## src/rtl/core/sensor_frame_checksum_deframer_defines.svh

```systemverilog
// Assertion macros shared by the sensor frame deframer RTL.
`ifndef SENSOR_FRAME_CHECKSUM_DEFRAMER_DEFINES_SVH
`define SENSOR_FRAME_CHECKSUM_DEFRAMER_DEFINES_SVH

// Same-cycle implication, disabled while reset is active.
`define SFCD_ASSERT_IMPLIES(label, clock, resetn, ante, cons, msg) \
    label: assert property (@(posedge clock) disable iff (!(resetn)) (ante) |-> (cons)) \
        else $error(msg);

// Next-cycle implication, disabled while reset is active.
`define SFCD_ASSERT_NEXT(label, clock, resetn, ante, cons, msg) \
    label: assert property (@(posedge clock) disable iff (!(resetn)) (ante) |=> (cons)) \
        else $error(msg);

`endif

```

## src/rtl/core/sfcd_pkg.sv

```systemverilog
// Types and constants for the sensor frame deframer.
package sfcd_pkg;

    localparam logic [7:0] HEADER_BYTE  = 8'hAA;
    localparam logic [4:0] FIRST_DATA   = 5'd1;
    localparam logic [4:0] CHECK_INDEX  = 5'd23;
    localparam logic [4:0] GAS_FIRST    = 5'd18;
    localparam int         FIELD_COUNT  = 5;
    localparam logic [2:0] GAS_SLOT     = 3'd4;
    localparam int         RESULT_BITS  = 1 + 32 * FIELD_COUNT;
    localparam int         TDATA_BITS   = ((RESULT_BITS + 7) / 8) * 8;

    // Declared MSB first so frame_ok lands in bit 0 when packed.
    typedef struct packed {
        logic [31:0] gas_raw;
        logic [31:0] voltage_three_raw;
        logic [31:0] voltage_two_raw;
        logic [31:0] voltage_one_raw;
        logic [31:0] temperature_raw;
        logic        frame_ok;
    } result_t;

    typedef struct packed {
        logic in_frame;
        logic is_check;
    } parse_status_t;

    typedef struct packed {
        logic       hit;
        logic [2:0] slot;
        logic [1:0] pos;
    } place_t;

    // Map a frame byte index to its field slot and byte lane.
    function automatic place_t byte_place(logic [4:0] idx);
        place_t     pl;
        logic [4:0] off;
        pl  = '0;
        off = '0;
        case (idx) inside
            [5'd1:5'd16]:
            begin
                off     = idx - FIRST_DATA;
                pl.hit  = 1'b1;
                pl.slot = {1'b0, off[3:2]};
                pl.pos  = off[1:0];
            end
            [5'd18:5'd21]:
            begin
                off     = idx - GAS_FIRST;
                pl.hit  = 1'b1;
                pl.slot = GAS_SLOT;
                pl.pos  = off[1:0];
            end
            default:
            begin
                pl.hit = 1'b0;
            end
        endcase
        return pl;
    endfunction

endpackage

```

## src/rtl/core/sfcd_frame_parse.sv

```systemverilog
// Frame tracking state: header hunt, byte index, running sum and field assembly.
`include "sensor_frame_checksum_deframer_defines.svh"

module sfcd_frame_parse (
    input  logic                    clk,
    input  logic                    rst_n,
    input  logic                    step,
    input  logic [7:0]              rx_byte,
    output sfcd_pkg::parse_status_t status,
    output sfcd_pkg::result_t       result
);

    logic        in_frame_reg, in_frame_next;
    logic [4:0]  index_reg, index_next;
    logic [7:0]  sum_reg, sum_next;
    logic [31:0] acc_reg  [sfcd_pkg::FIELD_COUNT];
    logic [31:0] acc_next [sfcd_pkg::FIELD_COUNT];
    logic        in_data;
    sfcd_pkg::place_t pl;

    assign in_data = (index_reg >= sfcd_pkg::FIRST_DATA) && (index_reg < sfcd_pkg::CHECK_INDEX);
    assign pl      = sfcd_pkg::byte_place(index_reg);

    assign status.in_frame = in_frame_reg;
    // Any index outside the data range closes the frame.
    assign status.is_check = in_frame_reg && !in_data;

    assign result.frame_ok          = (sum_reg == rx_byte);
    assign result.temperature_raw   = acc_reg[0];
    assign result.voltage_one_raw   = acc_reg[1];
    assign result.voltage_two_raw   = acc_reg[2];
    assign result.voltage_three_raw = acc_reg[3];
    assign result.gas_raw           = acc_reg[4];

    always_comb
    begin
        in_frame_next = in_frame_reg;
        index_next    = index_reg;
        sum_next      = sum_reg;
        for (int s = 0; s < sfcd_pkg::FIELD_COUNT; s++)
        begin
            acc_next[s] = acc_reg[s];
        end
        if (step)
        begin
            if (!in_frame_reg)
            begin
                if (rx_byte == sfcd_pkg::HEADER_BYTE)
                begin
                    in_frame_next = 1'b1;
                    index_next    = sfcd_pkg::FIRST_DATA;
                    sum_next      = sfcd_pkg::HEADER_BYTE;
                    for (int s = 0; s < sfcd_pkg::FIELD_COUNT; s++)
                    begin
                        acc_next[s] = '0;
                    end
                end
            end
            else if (in_data)
            begin
                sum_next   = sum_reg + rx_byte;
                index_next = index_reg + 5'd1;
                for (int s = 0; s < sfcd_pkg::FIELD_COUNT; s++)
                begin
                    if (pl.hit && (pl.slot == 3'(s)))
                    begin
                        acc_next[s][{pl.pos, 3'b000} +: 8] = rx_byte;
                    end
                end
            end
            else
            begin
                // checksum byte: back to hunting
                in_frame_next = 1'b0;
                index_next    = '0;
                sum_next      = '0;
            end
        end
    end

    always_ff @(posedge clk or negedge rst_n)
    begin
        if (!rst_n)
        begin
            in_frame_reg <= 1'b0;
            index_reg    <= '0;
            sum_reg      <= '0;
            for (int s = 0; s < sfcd_pkg::FIELD_COUNT; s++)
            begin
                acc_reg[s] <= '0;
            end
        end
        else
        begin
            in_frame_reg <= in_frame_next;
            index_reg    <= index_next;
            sum_reg      <= sum_next;
            for (int s = 0; s < sfcd_pkg::FIELD_COUNT; s++)
            begin
                acc_reg[s] <= acc_next[s];
            end
        end
    end

    `SFCD_ASSERT_IMPLIES(a_hunt_idle, clk, rst_n, !in_frame_reg,
        (index_reg == 5'd0) && (sum_reg == 8'd0), "hunting with stale index or sum")
    `SFCD_ASSERT_IMPLIES(a_index_range, clk, rst_n, in_frame_reg,
        (index_reg >= sfcd_pkg::FIRST_DATA) && (index_reg <= sfcd_pkg::CHECK_INDEX),
        "frame index out of range")
    `SFCD_ASSERT_NEXT(a_header_opens, clk, rst_n,
        step && !in_frame_reg && (rx_byte == sfcd_pkg::HEADER_BYTE),
        in_frame_reg && (index_reg == sfcd_pkg::FIRST_DATA)
            && (sum_reg == sfcd_pkg::HEADER_BYTE),
        "header did not open a frame")

endmodule

```

## src/rtl/core/sensor_frame_checksum_deframer.sv

```systemverilog
// Top level of the sensor frame deframer: input register, frame parser, result register.
// Takes one received serial byte per transfer and emits one result per 24-byte frame
// (header 0xAA, 22 data bytes, additive checksum byte). Each byte is held in the input
// register until the parser folds it into the frame state; the checksum byte loads the
// result register. A byte is taken every cycle: the input register frees as soon as its
// byte is processed, and only a checksum byte waits, and only while an earlier result is
// still held and not taken. Once the result register is free, the checksum byte passes
// from the input register into it, and the result register drives the output. Results of
// bad-checksum frames are still emitted with frame_ok low.
`include "sensor_frame_checksum_deframer_defines.svh"

module sensor_frame_checksum_deframer (
    input  logic                            clk,
    input  logic                            rst_n,
    input  logic                            s_axis_tvalid,
    output logic                            s_axis_tready,
    input  logic [7:0]                      s_axis_tdata,  // rx_byte
    output logic                            m_axis_tvalid,
    input  logic                            m_axis_tready,
    // frame_ok, temperature_raw, voltage_one_raw, voltage_two_raw,
    // voltage_three_raw, gas_raw, zero pad
    output logic [sfcd_pkg::TDATA_BITS-1:0] m_axis_tdata
);

    logic                    in_valid_reg;
    logic [7:0]              in_byte_reg;
    logic                    out_valid_reg;
    sfcd_pkg::result_t       out_data_reg;
    logic                    out_free;
    logic                    step;
    sfcd_pkg::parse_status_t status;
    sfcd_pkg::result_t       result;

    assign out_free      = !out_valid_reg || m_axis_tready;
    assign step          = in_valid_reg && (!status.is_check || out_free);
    assign s_axis_tready = !in_valid_reg || step;

    sfcd_frame_parse u_parse (
        .clk     (clk),
        .rst_n   (rst_n),
        .step    (step),
        .rx_byte (in_byte_reg),
        .status  (status),
        .result  (result)
    );

    always_ff @(posedge clk or negedge rst_n)
    begin
        if (!rst_n)
        begin
            in_valid_reg  <= 1'b0;
            out_valid_reg <= 1'b0;
        end
        else
        begin
            if (s_axis_tready)
            begin
                in_valid_reg <= s_axis_tvalid;
            end
            if (step && status.is_check)
            begin
                out_valid_reg <= 1'b1;
            end
            else if (m_axis_tready)
            begin
                out_valid_reg <= 1'b0;
            end
        end
    end

    // payload registers: hold until replaced
    always_ff @(posedge clk)
    begin
        if (s_axis_tvalid && s_axis_tready)
        begin
            in_byte_reg <= s_axis_tdata;
        end
        if (step && status.is_check)
        begin
            out_data_reg <= result;
        end
    end

    assign m_axis_tvalid = out_valid_reg;
    assign m_axis_tdata  = {{(sfcd_pkg::TDATA_BITS - sfcd_pkg::RESULT_BITS){1'b0}}, out_data_reg};

    `SFCD_ASSERT_IMPLIES(a_no_overwrite, clk, rst_n, step && status.is_check, out_free,
        "result register overwritten while held")
    `SFCD_ASSERT_NEXT(a_result_source, clk, rst_n, !out_valid_reg || m_axis_tready,
        !m_axis_tvalid || $past(step && status.is_check), "result without a checksum byte")
    `SFCD_ASSERT_IMPLIES(a_stall_cause, clk, rst_n, !s_axis_tready,
        in_valid_reg && status.is_check && out_valid_reg,
        "input stalled without a held result")

endmodule

```

## config.mk

```make
export PLATFORM = sky130hd
export DESIGN_NAME = sensor_frame_checksum_deframer
export DESIGN_NICKNAME = d
export VERILOG_FILES = /design/src/rtl/core/sfcd_pkg.sv /design/src/rtl/core/sfcd_frame_parse.sv /design/src/rtl/core/sensor_frame_checksum_deframer.sv
export VERILOG_INCLUDE_DIRS = /design/src /design/src/rtl/core
export SDC_FILE = /design/constraint.sdc
export NUM_CORES = 1
export LEC_CHECK = 0
export BUFFER_PORTS_ARGS = -buffer_cell sky130_fd_sc_hd__buf_4
export CAP_MARGIN = 5
export CELL_PAD_IN_SITES_DETAIL_PLACEMENT = 1
export CELL_PAD_IN_SITES_GLOBAL_PLACEMENT = 2
export CORE_UTILIZATION = 38
export DETAILED_ROUTE_END_ITERATION = 7
export PLACE_DENSITY = 0.74
export SYNTH_ARGS = -nofsm -noshare
export SYNTH_HDL_FRONTEND = slang
export SYNTH_SLANG_ARGS = --single-unit
```

## constraint.sdc

```tcl
create_clock -name clk -period 9.35 [get_ports clk]
set_input_delay 1.87 -clock clk [delete_from_list [all_inputs] [get_ports clk]]
set_output_delay 1.87 -clock clk [all_outputs]
set_load 0.02 [all_outputs]
```

==> flow_summary.json <==
{
  "status": "completed",
  "routed_via_density": 4.87,
  "antenna-diode-count": 0,
  "crit_path_end": "s_axis_tready",
  "highest_layer": "met4",
  "fin_crit_sh": 0.550,
  "r2r_slack_ns": 5.18,
  "min_path_type": "reg -> reg",
  "drc_errors": 0,
  "reg2reg_to": "m_axis_tdata[45]",
  "cts_tree": "done",
  "postRouteAntennaNets": 0,
  "wirelength_mm": 28.5,
  "synth_seq_cells": 345,
  "clock_sinks": 345,
  "synth_cell_types": 70,
  "min_period_ns": 5.14,
  "cap_violations": 0,
  "antenna_found_initial": 2,
  "synth_warnings": 0,
  "die_width_um": 188,
  "wl_per_cell_um": 20.0,
  "synth_top_flop_cell": "dfrtp_1",
  "clk_path_buf_depth": 3,
  "p_leak_uw": 0.00681,
  "start_kind": "flip-flop",
  "top_level_ports": 182,
  "post_cts_resized": 0,
  "gr-total-overflow": 0,
  "syn_area_per_cell_um2": 17.7,
  "grt_pass1_vias": 7373,
  "fp-row-count": 67,
  "dieArea_um2": 35300,
  "hold_buffers": 0,
  "post_cts.repair.setup_buffers": 0,
  "gp_congestion": 0.784,
  "synthXorXnorAreaFrac": 0.00467,
  "initial_core_util": 0.388,
  "via_count": 6932,
  "synthAdderAreaFrac": 0.0168,
  "grt_setup_unrepaired": "false",
  "fillCellCount": 3204,
  "layout-drive-gt1-share": 0.431,
  "grt_pass1_wl_mm": 45.2,
  "crit_path_end_kind": "primary output",
  "skew_ns": 0.0169,
  "layout.nets": 976,
  "slew_headroom": 0.308,
  "clk-insertion-delay-late_ns": 0.52,
  "gr-usage-all-layers": 0.167,
  "dp_hpwl_mm": 18.5,
  "final_util": 0.478,
  "synthMuxAreaShare": 0.143,
  "finalHoldViolCount": 0,
  "timing.rr.start": "u_parse.index_reg[1]",
  "area_delta_synth_final_pct": 23.1,
  "grt_max_degree": 78,
  "clock-root-buffer": "clkbuf_16",
  "synth_cells": 743,
  "htreeDepth": 2,
  "yosys.area.top_type": "edfxtp_1",
  "synth_area_um2": 13100,
  "tightest_slew_ns": 1.04,
  "wl_met2_mm": 13.7,
  "reg2regPathDepth": 8,
  "m1WireLength_mm": 12.9,
  "die_h_um": 188,
  "wl_met3_mm": 1.46,
  "slew_violations": 0,
  "p_per_area_nw_per_um2": 232,
  "largest_register_ffs": 161,
  "clk_pin_slew_ns": 0.06,
  "crit_arrival_ns": 3.27,
  "synth_area_leaders": "edfxtp_1, dfrtp_1, mux2_2",
  "drt_iter0_markers": 309,
  "synth_seq_area_share": 0.723,
  "synth-simple-area-share": 0.0573,
  "worstSetupStartpoint": "u_parse.index_reg[1]",
  "crit_path_max_fanout": 14,
  "cts-buffers-inserted": 37,
  "yosys.area.top_type_share": 0.387,
  "crit_type": "reg -> out",
  "portBuffers": 174,
  "core_um2": 33800,
  "finalSetupTns_ns": 0,
  "synth_edf_count": 169,
  "synth_compound_area_frac": 0.0389,
  "drt-pass1-iter-count": 4,
  "synthArstFlopShare": 0.510,
  "required_ns": 7.48,
  "setup_viol": 0,
  "maxClockFrequency_mhz": 194,
  "synth_top_family_by_area": "multiplexers",
  "peakVddDrop_uv": 107
}
[per-layer routing]
layer / track usage / vias up
li1: - / 3148
met1: 0.236 / 3564
met2: 0.268 / 178
met3: 0.0284 / 42
met4: 0.0419 / 0
met5: 0 / -
[logic make-up (layout without fill, tap and decap cells)]
family,count (synthesis),count (layout)
and+or+nand+nor,119,119
other,1,7
DFF,345,345
muxes,164,164
buffers and inverters,33,260
AOI/OAI and AO/OA,57,57
xor gates and xnor gates,7,7
adders and majority gates,17,17
[cell type report]
class,instances,area [um2],area share
Clock buffer,50,1050,0.0648
Multi-Input combinational cell,371,3460,0.214
Clock inverter,18,214,0.0132
Sequential cell,345,9480,0.587
Tap cell,448,561,0.0347
Timing Repair Buffer,178,1340,0.0830
Inverter,14,52.6,0.00325
[metrics by stage]
stage	total power, uW	cell area (um2)	hold WS, ns	std cells	setup slack [ns]
after global routing	3920	16200	0.444	1424	4.02
final	3750	16200	0.438	1424	4.21
after CTS	3800	16200	0.438	1424	4.23
after global placement	2280	14900	0.421	1356	4.42
after detailed placement	2290	14900	0.429	1356	4.22
after floorplan	2160	13100	0.419	749	2.28
[worst max-delay path, stage by stage, from the launching register on]
cell and delay, ns:
dfrtp_1 0.64, inv_1 0.18, ha_1 0.27, or3_2 0.49, o22ai_1 0.37, nand2_1 0.15
nor2_1 0.38, inv_1 0.10, buf_4 0.17
[worst min-delay path by stage]
| stage | from | to | slack, ns | depth (start not counted) |
|---|---|---|---|---|
| after CTS | u_parse.result[159] | m_axis_tdata[159] | 0.44 | 0 |
| after global routing | u_parse.result[34] | m_axis_tdata[34] | 0.44 | 0 |
| final | u_parse.result[159] | m_axis_tdata[159] | 0.44 | 0 |
| after global placement | u_parse.result[3] | m_axis_tdata[3] | 0.42 | 0 |
| after detailed placement | u_parse.result[50] | m_axis_tdata[50] | 0.43 | 0 |
| after floorplan | u_parse.result[100] | m_axis_tdata[100] | 0.42 | 0 |
[cell usage in the layout (no fill, tap or decap), types with 6 or more instances in the layout]
cell type	n
edfxtp_1	169
ha_1	16
conb_1	7
o21ai_0	6
and2_1	38
nand2_4	10
a21oi_1	7
dfrtp_1	176
mux2_2	141
inv_1	14
mux2_4	9
nand2_1	20
mux2_1	13
nor2_1	8
clkbuf_16	39
clkbuf_1	8
buf_4	177
[cell usage after synthesis, types with 5 or more instances]
cell,number
o22ai_1,5
o21a_1,5
edfxtp_1,169
o21ai_0,6
nand2_1,20
nor2_1,9
mux2_2,141
mux2_4,9
and2_1,38
buf_4,8
nor3_1,5
xnor2_1,5
ha_1,16
a21oi_1,7
dfrtp_1,176
mux2_1,13
inv_1,14
nand2_4,10
buf_6,5
[where the power goes]
part           internal (uW)  total [uW]  switching, uW
Sequential              1700        1790           89.6
Combinational            198         469            271
Clock                    904        1500            592
No activity file was read; power rests on OpenSTA's default activity.
